==> src/sv/twdu_pkg.sv <==
// Package for the text word decrypt and unpack unit: codes, constants and shared types.
`timescale 1ns / 1ps
package twdu_pkg;

  localparam logic [1:0] MODE_IDLE   = 2'd0;
  localparam logic [1:0] MODE_PLAIN  = 2'd1;
  localparam logic [1:0] MODE_PACKED = 2'd2;

  localparam logic [15:0] PACK_MARK = 16'hF100;
  localparam logic [15:0] END_WORD  = 16'hFFFF;
  localparam logic [8:0]  END_CODE  = 9'h1FF;

  localparam logic [15:0] KEY_BASE_RESET = 16'd7123;
  localparam logic [15:0] KEY_STEP_RESET = 16'd18749;

  localparam logic REG_KEY_BASE = 1'b0;
  localparam logic REG_KEY_STEP = 1'b1;

  typedef struct packed {
    logic [15:0] key;
    logic [1:0]  mode;
    logic [23:0] cache;
    logic [4:0]  held;
    logic        first_seen;
  } dec_state_t;

  typedef struct packed {
    logic [15:0] ch;
    logic        eos;
    logic        pk;
    logic        last;
  } result_t;

endpackage

==> src/sv/twdu_decode.sv <==
// Decode logic for one item: key update, plain or packed decoding, up to two results.
`timescale 1ns / 1ps
module twdu_decode
  import twdu_pkg::*;
(
  input  dec_state_t  cur,
  input  logic [15:0] word,
  input  logic        start,
  input  logic [15:0] seed,
  input  logic [15:0] key_step,
  output dec_state_t  nxt,
  output result_t     res0,
  output result_t     res1,
  output logic [1:0]  count
);

  dec_state_t  base;
  logic [15:0] d;
  logic [23:0] c0;
  logic [23:0] c1;
  logic [23:0] c2;
  logic [4:0]  h0;
  logic [4:0]  h1;
  logic [4:0]  h2;
  logic [8:0]  code0;
  logic [8:0]  code1;

  always_comb begin
    base = cur;
    if (start) begin
      base.key        = seed;
      base.mode       = MODE_PLAIN;
      base.first_seen = 1'b0;
      base.cache      = 24'd0;
      base.held       = 5'd0;
    end

    d     = word ^ base.key;
    c0    = base.cache | ({9'd0, d[14:0]} << base.held[3:0]);
    h0    = base.held + 5'd15;
    code0 = c0[8:0];
    c1    = c0 >> 9;
    h1    = h0 - 5'd9;
    code1 = c1[8:0];
    c2    = c1 >> 9;
    h2    = h1 - 5'd9;

    nxt   = base;
    res0  = '0;
    res1  = '0;
    count = 2'd0;

    if (base.mode != MODE_IDLE) begin
      nxt.key = base.key + key_step;
      if (!base.first_seen) begin
        nxt.first_seen = 1'b1;
        nxt.mode       = (d == PACK_MARK) ? MODE_PACKED : MODE_PLAIN;
      end

      if (!base.first_seen && d == PACK_MARK) begin
        count = 2'd0;
      end else if (nxt.mode == MODE_PLAIN || d == END_WORD) begin
        res0.ch   = d;
        res0.eos  = (d == END_WORD);
        res0.pk   = (nxt.mode == MODE_PACKED);
        res0.last = 1'b1;
        count     = 2'd1;
        if (d == END_WORD) begin
          nxt.mode  = MODE_IDLE;
          nxt.cache = 24'd0;
          nxt.held  = 5'd0;
        end
      end else begin
        // Packed word: the cache holds 0, 3 or 6 bits, so one or two codes leave.
        res0.pk = 1'b1;
        res1.pk = 1'b1;
        if (code0 == END_CODE) begin
          res0.ch   = END_WORD;
          res0.eos  = 1'b1;
          res0.last = 1'b1;
          count     = 2'd1;
          nxt.mode  = MODE_IDLE;
          nxt.cache = 24'd0;
          nxt.held  = 5'd0;
        end else if (h1 >= 5'd9) begin
          res0.ch   = {7'd0, code0};
          res1.last = 1'b1;
          count     = 2'd2;
          if (code1 == END_CODE) begin
            res1.ch   = END_WORD;
            res1.eos  = 1'b1;
            nxt.mode  = MODE_IDLE;
            nxt.cache = 24'd0;
            nxt.held  = 5'd0;
          end else begin
            res1.ch   = {7'd0, code1};
            nxt.cache = c2;
            nxt.held  = h2;
          end
        end else begin
          res0.ch   = {7'd0, code0};
          res0.last = 1'b1;
          count     = 2'd1;
          nxt.cache = c1;
          nxt.held  = h1;
        end
      end
    end
  end

endmodule

==> src/sv/text_word_decrypt_unpack_unit.sv <==
// Top level of the text word decrypt and unpack unit: input stage, decode, result buffer.
// The first result of an item passes the input register, then the result buffer.
// Throughput: one item per cycle while each item gives at most one result and every
// result is taken at once; a two-result item holds the single output until both leave.
// The seed multiply sits before the input register, the decode after it.
// Reset (rst, synchronous) zeroes the key and decode state, empties both stages, and
// loads the configuration registers with their defaults.
`timescale 1ns / 1ps
module text_word_decrypt_unpack_unit
  import twdu_pkg::*;
(
  input  logic        clk,
  input  logic        rst,
  input  logic        in_valid,
  output logic        in_ready,
  input  logic [15:0] word,
  input  logic [15:0] string_index,
  input  logic        start_req,
  output logic        out_valid,
  input  logic        out_ready,
  output logic [15:0] character,
  output logic        end_of_string,
  output logic        packed_res,
  output logic        last,
  input  logic        cfg_we,
  input  logic        cfg_index,
  input  logic [15:0] cfg_wdata
);

  logic [15:0] key_base;
  logic [15:0] key_step;

  logic        stage_valid;
  logic [15:0] stage_word;
  logic        stage_start;
  logic [15:0] stage_seed;
  logic [15:0] seed_next;

  dec_state_t  state;
  dec_state_t  state_next;
  result_t     dec_res0;
  result_t     dec_res1;
  logic [1:0]  dec_count;

  result_t     buf0;
  result_t     buf1;
  logic [1:0]  buf_count;

  logic        pop;
  logic        fire;

  always_ff @(posedge clk) begin
    if (rst) begin
      key_base <= KEY_BASE_RESET;
      key_step <= KEY_STEP_RESET;
    end else if (cfg_we) begin
      case (cfg_index)
        REG_KEY_BASE: key_base <= cfg_wdata;
        REG_KEY_STEP: key_step <= cfg_wdata;
        default:      key_step <= key_step;
      endcase
    end
  end

  // Only the low 16 bits of the product are kept, so they need only the low bits of index + 1.
  assign seed_next = key_base * (string_index + 16'd1);

  assign pop      = out_valid && out_ready;
  assign fire     = stage_valid && (buf_count == 2'd0 || (buf_count == 2'd1 && pop));
  assign in_ready = !stage_valid || fire;

  always_ff @(posedge clk) begin
    if (rst) begin
      stage_valid <= 1'b0;
    end else if (in_ready) begin
      stage_valid <= in_valid;
    end
  end

  always_ff @(posedge clk) begin
    if (in_valid && in_ready) begin
      stage_word  <= word;
      stage_start <= start_req;
      stage_seed  <= seed_next;
    end
  end

  twdu_decode u_decode (
    .cur      (state),
    .word     (stage_word),
    .start    (stage_start),
    .seed     (stage_seed),
    .key_step (key_step),
    .nxt      (state_next),
    .res0     (dec_res0),
    .res1     (dec_res1),
    .count    (dec_count)
  );

  always_ff @(posedge clk) begin
    if (rst) begin
      state <= '0;
    end else if (fire) begin
      state <= state_next;
    end
  end

  // On fire the buffer holds just the new item's results (none, one or two).
  always_ff @(posedge clk) begin
    if (rst) begin
      buf_count <= 2'd0;
    end else if (fire) begin
      buf_count <= dec_count;
    end else if (pop) begin
      buf_count <= buf_count - 2'd1;
    end
  end

  always_ff @(posedge clk) begin
    if (fire) begin
      buf0 <= dec_res0;
      buf1 <= dec_res1;
    end else if (pop) begin
      buf0 <= buf1;
    end
  end

  assign out_valid     = (buf_count != 2'd0);
  assign character     = buf0.ch;
  assign end_of_string = buf0.eos;
  assign packed_res    = buf0.pk;
  assign last          = buf0.last;

`ifndef SYNTHESIS
  a_count_range: assert property (@(posedge clk) disable iff (rst) buf_count != 2'd3)
    else $error("result buffer count out of range");

  a_second_follows: assert property (@(posedge clk) disable iff (rst)
    (pop && !last) |=> (out_valid && last))
    else $error("second result of an item missing");

  a_eos_char: assert property (@(posedge clk) disable iff (rst)
    (out_valid && end_of_string) |-> (character == END_WORD && last))
    else $error("terminator result malformed");

  a_idle_no_result: assert property (@(posedge clk) disable iff (rst)
    (fire && state.mode == MODE_IDLE && !stage_start) |-> (dec_count == 2'd0))
    else $error("result produced after end of string");
`endif

endmodule

==> config.mk <==
export PLATFORM = sky130hd
export DESIGN_NAME = text_word_decrypt_unpack_unit
export DESIGN_NICKNAME = d
export VERILOG_FILES = /design/src/sv/twdu_pkg.sv /design/src/sv/twdu_decode.sv /design/src/sv/text_word_decrypt_unpack_unit.sv
export SDC_FILE = /design/constraint.sdc
export NUM_CORES = 1
export LEC_CHECK = 0
export ABC_CLOCK_PERIOD_IN_PS = 11950
export CAP_MARGIN = 20
export CORE_MARGIN = 8
export CORE_UTILIZATION = 55
export DETAILED_ROUTE_END_ITERATION = 16
export DONT_BUFFER_PORTS = 1
export HOLD_SLACK_MARGIN = 0.08
export PLACE_DENSITY_LB_ADDON = 0.12
export SYNTH_ARGS = -nofsm -noshare
export SYNTH_HDL_FRONTEND = slang
export SYNTH_SLANG_ARGS = --single-unit
export TNS_END_PERCENT = 1
==> constraint.sdc <==
create_clock -name clk -period 11.95 [get_ports clk]
set_clock_uncertainty 0.15 [all_clocks]
set_input_delay 1.195 -clock clk [delete_from_list [all_inputs] [get_ports clk]]
set_output_delay 1.195 -clock clk [all_outputs]
set_load 0.02 [all_outputs]
After elaboration in Yosys (flattened, before gate mapping)

Cells that the tools add are included.

$add $sub $neg: 6
Multipliers: 1
Magnitude comparators: 1
Equal/unequal tests: 7
Shift-type cells: 1
Muxes and demuxes: 34
Bitwise operators: 5
Reduce and logical (&&, ||, !) cells: 19

Operators with widths:

| operator              | number |
|---|---|
| $mux 31               | 4 |
| $mux 48               | 2 |
| $mux 19               | 5 |
| $eq 16x16->1 const B  | 2 |
| $mux 16               | 2 |
| $mux 29               | 1 |
| $mux 2                | 13 |
| $or 24x24->24         | 1 |
| $shl 15x4->24         | 1 |
| $eq 9x9->1 const B    | 2 |
| $add 16x1->16 const B | 1 |
| $add 16x16->16        | 1 |
| $mul 16x16->16        | 1 |
| $xor 16x16->16        | 1 |
| $mux 11               | 1 |
| $sub 5x4->5 const B   | 2 |
| $mux 1                | 6 |
| $reduce_bool 2->1     | 3 |
| $add 5x4->5 const B   | 1 |
| $ge 5x4->1 const B    | 1 |
| $logic_and 1x1->1     | 5 |
| $reduce_or 5->1       | 1 |
| $eq 2x1->1 const B    | 2 |
| $reduce_and 2->1      | 2 |
| 8 further kinds       | 13 |

Register bits after elaboration: 154
Bits of input ports: 55
Output and inout bits: 21
Word-level logic and storage cells: 94

Logic depth before layout (Yosys ltp)

Gate-level depths: netlist (run 1).

Depth in word-level cells: 12
Depth in mapped cells: 24

Hierarchy

From an unflattened synthesis (run 1), not the netlist that was laid out.

Cells, all modules: 1622
Area, all modules: 13583.0 um^2

Modules (own cells, without submodules):

| module                        | times used | cells an instance | area an instance (um^2) |
|---|---|---|---|
| text_word_decrypt_unpack_unit | 1          | 995               | 9436.6 |
| twdu_decode                   | 1          | 627               | 4146.5 |

Worst setup path after synthesis (run 1)

No wires, ideal clock.

Path kind: input -> register
Start: in string_index[0]
End: reg stage_seed[15], data pin
Arrival time: 6.420 ns
Required time: 11.540 ns
Setup slack: 5.120 ns
Stages: 21
Path through: ha_1 > and4_1 > nand4_1 > xnor2_1 > nand2_1 > fa_1 > inv_1 > fa_1 > inv_1 > fa_1 > fa_1 > fa_1 > fa_1 > xor2_1 > xnor2_1 > xnor2_1 > xnor2_1 > xnor3_1 > xnor2_1 > xnor2_1 > xnor2_1

Cells in the longest elaborated chain, start to end: 2

Ends and longest elaborated chain:

| element                 | RTL line                            | text |
|---|---|---|
| start, declared         | text_word_decrypt_unpack_unit.sv:17 | `input logic [15:0] string_index,` |
| $add 16x1->16           | text_word_decrypt_unpack_unit.sv:66 | `assign seed_next = key_base * (string_index + 16'd1);` |
| $mul 16x16->16          | text_word_decrypt_unpack_unit.sv:66 |  |
| named net seed_next[15] | text_word_decrypt_unpack_unit.sv:37 | `logic [15:0] seed_next;` |
| end signal, assigned    | text_word_decrypt_unpack_unit.sv:84 | `stage_seed <= seed_next;` |
| end, declared           | text_word_decrypt_unpack_unit.sv:36 | `logic [15:0] stage_seed;` |

The timed path passes the listed nets, and every way through them passes these cells.
A chain may end at the register's enable or synchronous reset.

Final worst setup path (run 1)

Ends and elaborated chain as after synthesis.

==> reports/summary.txt, run 1 <==
clock latency on the worst-skew pair: 440 ps
worst-path cell chain: ha_1 -> and4_1 -> nand4_1 -> xnor2_1 -> nand2_1 -> fa_1 -> inv_1 -> fa_1 -> inv_1 -> fa_1 -> fa_1 -> fa_1 -> fa_1 -> xor2_1 -> xnor2_1 -> xnor2_1 -> xnor2_1 -> xnor3_1 -> xnor2_1 -> xnor2_1 -> xnor2_1
Mapped Area: 12800 um2
initial antenna violation count: 2
Hold Crit Class: register to register
largest net degree at the start of global routing: 65
reg2reg setup slack: 6160 ps
Post-Syn Nets: 1670
yosys warns: 0
first-pass GRT wire length: 56700 um
max cap viols: 0
DRC Markers: 0
Leakage: 5.66 nW
Final nets: 1632
placed wire-length estimate: 27900 um
Starting Density: 55.3%
WL per Instance: 20.9 um
CTS tree: done
area leader, netlist: edfxtp_1
sequential fraction of the synthesis area: 28.0%
path type of the worst setup path: input port to register
Final Hold Fails: 0
min cycle time layout: 6980 ps
hold-fix buffer count after cts: 0
pwr dens: 231 nW/um2
Top FF cell, synth: dfxtp_1
initial DRC count: 847
RSZ-0062 raised after global routing: false
share of cells above drive strength 1: 5.57%
CP Max Fanout: 19
synth top area cells: edfxtp_1 15%, dfxtp_1 13%, fa_1 13%, ha_1 7.0%, nand2_1 6.6%
GRT Util Overall: 25.7%
Antenna Cells: 0
Clk pwr share: 17.1%
Post-synth EDFFs: 64
crit start category: input port
Comb pwr share: 59.0%
Final Util: 58.4%
TNS Setup: 0 ps
Final period util: 58.4%
Post-CTS Repair Setup Buffers: 0
Fmax achieved: 143 MHz
synth cell count leaders: 224 x nand2_1, 146 x inv_1, 84 x nor2_1
switching power total: 0.00132 W
Internal: 0.00180 W
die width: 169 um
Synth-to-Final Area Change: 5.52%
Die ar.: 28400 um2
syn_area_per_cell: 8.75 um2
slowest stage delay, CP: 590 ps
FP Rows: 56
clock transition at the registers of the reported paths: 60 ps
sw frac: 42.3%
ys async rst share: 0%
post-cts resize count: 0
Worst IR Drop VDD: 0.162 mV
total CTS buffers: 17
Crit. End Element: register
Seq cells post-synth: 147
Worst path slowest cell: fa_1
DIE HEIGHT: 169 um
Filler cells: 2107
Flop pwr share: 24.0%
worst-margin pin slew: 1140 ps
Area after DPL: 12900 um2
status: finished, final reports clean
total grt overflow: 0
number of H-tree levels: 4
Core ar.: 23100 um2
WL final: 36100 um
clock root buffer: clkbuf_16
vias in the first global route: 10.4k
Vias: 10.3k
Max-slew headroom: 24.3%
CTS sink count: 147
1st-pass router iterations: 8
via/cell ratio: 5.99
fin. max-slew vios: 0
Critical Path RT: 11980 ps
crit-path most repeated cell: xnor2_1
Final Setup Violations: 0
Max Root-Sink Buffers: 2
fin area: 13500 um2
number of port buffers: 0
most frequent cell after synthesis: nand2_1
synth unique cells: 89
ANT nets after route: 0
Syn Inst Count: 1462
# IOs: 76
CP arrival: 7010 ps
GP Congestion: 0.956
Synth top area share: 15.0%
[worst max-delay path: cells and delay by family]
| family | cells | cell delay (ps) |
|---|---|---|
| xor+xnor | 9 | 2050 |
| fa+ha+maj | 7 | 3140 |
| buf+inv | 2 | 110 |
| simple gates | 3 | 510 |
[sequential cells by signal, indices dropped and copies added (netlist names), 2 cells and up]
register / cells
state: 48
character: 16
key_base: 16
key_step: 16
stage_seed: 16
stage_word: 16
buf1: 12
buf_count: 2
[kinds of logic after synthesis]
| group | Yosys count | share of synthesized area [%] |
|---|---|---|
| fa+ha+maj | 154 | 19.8 |
| buf+inv | 216 | 6.82 |
| simple gates | 527 | 19.9 |
| compound gates | 264 | 13.5 |
| mux | 36 | 3.69 |
| flops | 147 | 28.0 |
| xor+xnor | 118 | 8.29 |
[cell usage in the layout, fill, tap and decap left out, types with 8 or more instances in the layout]
cell,synthesis,final
nand4_1,11,11
xor2_1,40,40
mux2i_1,21,21
nand3_1,41,41
a21oi_1,74,74
fa_1,81,81
inv_1,146,146
mux4_2,8,8
o21a_1,9,9
clkbuf_16,0,18
edfxtp_1,64,64
a21o_1,9,9
buf_4,1,10
a211oi_1,9,9
a22oi_1,13,13
nand2b_1,14,14
o211ai_1,11,11
o22ai_1,10,10
and3_1,13,13
nand2_1,224,224
nor2_1,84,84
o21ai_0,58,58
and2_1,61,61
nor3_1,21,21
xnor2_1,76,76
nor2b_1,28,28
dfxtp_1,83,83
ha_1,72,72
[worst paths after layout]
path / startpoint / endpoint / cells after the start
setup / recovery: string_index[0] / stage_seed[15] / 21
setup reg to reg: key_base[2] / stage_seed[15] / 18
hold reg to reg: key_step[7] / key_step[7] / 2
hold / removal: key_step[7] / key_step[7] / 2
[per-layer routing]
metal  wire, um  track usage (%)  up-vias
met2      18300             46.0      372
li1           -                -     4888
met4       1630             12.9        4
met5         26                0        -
met3       2030             4.98      104
met1      14100             28.9     4973
[through the flow]
| stage | power, W | setup slack, ps | hold WS, ps | cells |
|---|---|---|---|---|
| after global placement | 0.00256 | 4650 | 295 | 1695 |
| after global routing | 0.00337 | 4660 | 341 | 1727 |
| after floorplan | 0.00218 | 5120 | 279 | 1462 |
| after CTS | 0.00313 | 5010 | 315 | 1727 |
| after detailed placement | 0.00259 | 4550 | 303 | 1695 |
| final | 0.00311 | 4970 | 311 | 1727 |
[area by class of cell]
type | count | area [um2] | share of cell area, %
Clock buffer | 19 | 454 | 3.36
Clock inverter | 13 | 124 | 0.918
Inverter | 149 | 562 | 4.16
Multi-Input combinational cell | 1099 | 8340 | 61.8
Sequential cell | 147 | 3580 | 26.5
Tap cell | 290 | 363 | 2.69
Timing Repair Buffer | 10 | 75.1 | 0.556
[power by group through the flow]
stage | Sequential [W] | Combinational, W | Clock, W
detailed placement | 0.000758 | 0.00184 | 0
floorplan | 0.000722 | 0.00146 | 0
CTS | 0.000747 | 0.00185 | 0.000537
global placement | 0.000756 | 0.00181 | 0
global route | 0.000751 | 0.00206 | 0.000557
finish | 0.000746 | 0.00184 | 0.000531
No activity file was read; power rests on OpenSTA's default activity.
==> inputs of run 2 (changes only) <==
ABC_CLOCK_PERIOD_IN_PS = 6400   (was 11950)
clock period = 6.4 ns   (was 11.95 ns; I/O delays follow)
==> reports/summary.txt, run 2 (synthesis results as in run 1) <==
status: finished, final reports clean
die width: 169 um
Core ar.: 23100 um2
initial DRC count: 835
via/cell ratio: 5.97
CP Max Fanout: 19
Filler cells: 2087
Finished Layout Cells: 1755
DIE HEIGHT: 169 um
Final period util: 93.7%
Post-CTS Repair Setup Buffers: 0
crit start category: input port
Crit. End Element: register
footprint of the multi-input gates: 8350 um2
1st-pass router iterations: 5
first-pass GRT wire length: 57000 um
Reg2Reg Launch Point: key_base[6]
worst-path cell chain: ha_1 -> and4_1 -> nand4_1 -> xnor2_2 -> nand2_1 -> fa_1 -> inv_1 -> fa_1 -> inv_1 -> fa_1 -> fa_1 -> fa_1 -> fa_1 -> xor2_1 -> xnor2_1 -> xnor2_1 -> xnor2_1 -> xnor3_1 -> xnor2_1 -> xnor2_1 -> xnor2_1
Largest register FFs: 48
number of H-tree levels: 4
ANT nets after route: 0
Final Setup Violations: 0
CP startpoint: string_index[0]
share of cells above drive strength 1: 7.44%
largest net degree at the start of global routing: 53
most frequent cells in the layout: 224 x nand2_1, 146 x inv_1, 84 x nor2_1
Worst path slowest cell: fa_1
Design Power: 0.00597 W
Vias: 10.5k
Hold Crit Class: input port to register
Leakage: 5.81 nW
Synth-to-Final Area Change: 7.42%
max cap viols: 0
Critical Path RT: 6430 ps
vias in the first global route: 10.4k
fin. max-slew vios: 0
CP arrival: 6030 ps
most common cell after layout, fill and taps aside: nand2_1
clock root buffer: clkbuf_16
clock latency on the worst-skew pair: 440 ps
hold_ws: 111 ps
total CTS buffers: 17
RSZ-0062 raised after global routing: false
Final nets: 1660
Max Root-Sink Buffers: 2
CTS sink count: 147
Largest Register: state
number of port buffers: 0
Final Hold Fails: 0
WL final: 35900 um
path type of the worst setup path: input port to register
DRC Markers: 0
WL per Instance: 20.4 um
pwr dens: 434 nW/um2
FP Rows: 56
GRT Util Overall: 25.8%
GP Congestion: 0.958
fin area: 13700 um2
Die ar.: 28400 um2
worst-margin pin slew: 1060 ps
min cycle time layout: 5990 ps
hold path start: rst
Antenna Cells: 0
hold-fix buffer count after cts: 0
Fmax achieved: 167 MHz
# IOs: 76
Max-slew headroom: 29.1%
register area: 3580 um2
Worst IR Drop VDD: 0.282 mV
TNS Setup: 0 ps
slowest stage delay, CP: 550 ps
initial antenna violation count: 1
post-cts resize count: 0
total grt overflow: 0
placed cells: 1723
placed wire-length estimate: 28100 um
Area after DPL: 13100 um2
CTS tree: done
Starting Density: 55.3%
clock transition at the registers of the reported paths: 80 ps
==> run 2: cell types whose count changed in the layout (fill, tap and decap cells not counted), sizes merged <==
cell | before | now
buf | 10 | 38
inv | 159 | 155
clkinv | 3 | 6
bufinv | 0 | 1
clkbuf | 19 | 18
clkinvlp | 0 | 1
==> run 2: stage by stage <==
step | util (%) | worst slack [ps]
global route | 59.4 | 7.87
finish | 59.4 | 405
detailed placement | 56.8 | -140
floorplan | - | 125
CTS | 59.4 | 315
global placement | 56.8 | 30.0
==> run 2: per-layer routing <==
metal	vias to the layer above	GRT usage [%]	share of wire, %
met5	-	0	0.045
met4	2	13.4	4.8
met2	402	44.8	49
li1	4948	-	-
met3	115	4.15	5.6
met1	5004	30.3	40
==> run 2: layout make-up <==
type                    instances  area share [%]
repair buffers                 38            2.17
flip-flops and latches        147            26.1
clock inverters                14            1.18
clock buffers                  18            3.12
multi-input cells            1099            60.7
well taps                     290            2.64
inverters                     149            4.09
==> run 2: where the power goes <==
group | switching, W | internal (W)
clock network | 0.000460 | 0.000557
registers | 0.000155 | 0.00124
logic | 0.00184 | 0.00171
==> run 2: path summary, 6_finish.rpt <==
path,to,slack [ps],cells past startpoint
worst min-delay path,key_base[3],110,1
worst max-delay path,stage_seed[15],410,21
worst min register to register,key_step[9],310,2
worst max register to register,stage_seed[15],640,17
==> run 2: worst max-delay path, delay by kind of cell <==
family	cells	cell delay (ps)
xor gates and xnor gates	9	1690
and+or+nand+nor	3	500
buffers and inverters	2	100
adders and majority gates	7	3080
==> inputs of run 3 (changes only) <==
--- a/config.mk
+++ b/config.mk
@@ -7,9 +7,11 @@
 export LEC_CHECK = 0
 export ABC_CLOCK_PERIOD_IN_PS = 6400
+export BUFFER_PORTS_ARGS = -buffer_cell sky130_fd_sc_hd__buf_2
 export CAP_MARGIN = 20
+export CELL_PAD_IN_SITES_DETAIL_PLACEMENT = 1
+export CELL_PAD_IN_SITES_GLOBAL_PLACEMENT = 1
 export CORE_MARGIN = 8
-export CORE_UTILIZATION = 55
+export CORE_UTILIZATION = 44
 export DETAILED_ROUTE_END_ITERATION = 16
-export DONT_BUFFER_PORTS = 1
 export HOLD_SLACK_MARGIN = 0.08
 export PLACE_DENSITY_LB_ADDON = 0.12
--- a/constraint.sdc
+++ b/constraint.sdc
@@ -3,3 +3,3 @@
 set_input_delay 0.64 -clock clk [delete_from_list [all_inputs] [get_ports clk]]
 set_output_delay 0.64 -clock clk [all_outputs]
-set_load 0.02 [all_outputs]
+set_load 0.1 [all_outputs]
==> reports/summary.txt, run 3 (synthesis results as in run 1) <==
status: finished, final reports clean
clock latency on the worst-skew pair: 440 ps
path type of the worst setup path: input port to register
placed wire-length estimate: 33200 um
Starting Density: 44.6%
initial DRC count: 588
pre-CTS setup slack: -321 ps
Largest Register: state
Synth-to-Final Area Change: 12.7%
first-pass GRT wire length: 66000 um
1st-pass router iterations: 5
share of cells above drive strength 1: 13.6%
setup ws final: 323 ps
Core ar.: 28700 um2
Leakage: 6.23 nW
clock root buffer: clkbuf_16
initial antenna violation count: 0
Final nets: 1760
Largest register FFs: 48
clock transition at the registers of the reported paths: 70 ps
number of H-tree levels: 4
most frequent cells in the layout: 224 x nand2_1, 146 x inv_1, 84 x nor2_1
Design Power: 0.00625 W
largest net degree at the start of global routing: 58
GRT Util Overall: 23.9%
Final Hold Fails: 0
pwr dens: 433 nW/um2
placed cells: 1916
most common cell after layout, fill and taps aside: nand2_1
via/cell ratio: 5.61
CTS sink count: 147
RSZ-0062 raised after global routing: false
max cap viols: 0
WL final: 41800 um
Max Root-Sink Buffers: 2
DRC Markers: 0
Finished Layout Cells: 1950
crit start category: input port
TNS Setup: 0 ps
GP Congestion: 0.911
Final Setup Violations: 0
Final period util: 95.0%
Die ar.: 34800 um2
Max-slew headroom: 29.1%
Vias: 10.9k
die width: 187 um
Fmax achieved: 165 MHz
worst-margin pin slew: 1060 ps
CP Max Fanout: 6
DIE HEIGHT: 187 um
min cycle time layout: 6080 ps
CP arrival: 6120 ps
fin. max-slew vios: 0
Hold Crit Class: input port to register
Worst IR Drop VDD: 0.317 mV
Crit. End Element: register
vias in the first global route: 11.8k
total CTS buffers: 17
ANT nets after route: 0
number of port buffers: 75
total grt overflow: 0
CTS tree: done
# IOs: 76
Critical Path RT: 6440 ps
FP Rows: 62
WL per Instance: 21.5 um
[run 3: cell count changes in the layout (fill, tap and decap cells not counted), sizes merged]
cell      change
buf         +100
bufinv        -1
clkinv        +3
clkinvlp      -1
diode         +1
inv           -1
[run 3: cell type report]
cell class	instances	area, um2
Fill cell	3460	14300
Multi-Input combinational cell	1099	8360
Sequential cell	147	3580
Timing Repair Buffer	138	873
Inverter	149	562
Tap cell	384	480
Clock buffer	18	439
Clock inverter	14	119
Antenna cell	1	2.50
[run 3: repair_timing]
item | 4_1_cts | 5_1_grt
resized for setup | 0 | 3
endpoints found under the setup margin | 0 | 1
setup buffers | 0 | 0
hold buffers | 0 | 0
[run 3: routing by layer]
metal	share of wire (%)	wire (um)	GRT usage (%)	up-vias
li1	-	-	-	5135
met1	41	17100	27.1	5496
met2	53	22000	44.4	228
met3	3.2	1340	3.21	80
met4	3.4	1430	9.71	0
met5	0	0	0	-
[run 3: where the power goes]
group | leakage, nW | switching (W) | total [W] | internal (W)
clock | 0.279 | 0.000456 | 0.000974 | 0.000517
combinational | 4.65 | 0.00214 | 0.00389 | 0.00175
sequential | 1.30 | 0.000143 | 0.00139 | 0.00124
[run 3: critical path, stage by stage]
cell and delay (ps):
buf_2 90, ha_1 170, and4_1 210, nand2_1 90, xnor2_2 180, buf_4 180
and2_1 160, fa_1 480, inv_1 50, fa_1 470, inv_1 40, ha_1 180
fa_1 470, fa_1 550, inv_1 50, fa_1 470, inv_1 40, ha_1 280
or2_2 300, o311a_1 140, o21a_1 190, o21a_1 180, o41a_1 350, xnor2_1 140
[run 3: path summary, 6_finish.rpt]
path	start	end	slack [ps]	cells after the start
worst max-delay path	string_index[0]	stage_seed[15]	320	24
worst min-delay path	word[9]	stage_word[9]	220	1
worst max register to register	key_base[5]	stage_seed[15]	660	17
worst min register to register	state[11]	state[11]	310	2
[run 3: per-stage QoR]
stage	hold WS [ps]	area, um2	util (%)
4_1_cts	211	14400	50.1
5_1_grt	214	14400	50.2
6_report	221	14400	50.3
3_5_place_dp	304	13800	48.2
3_3_place_gp	295	13800	48.2
2_1_floorplan	279	12800	-
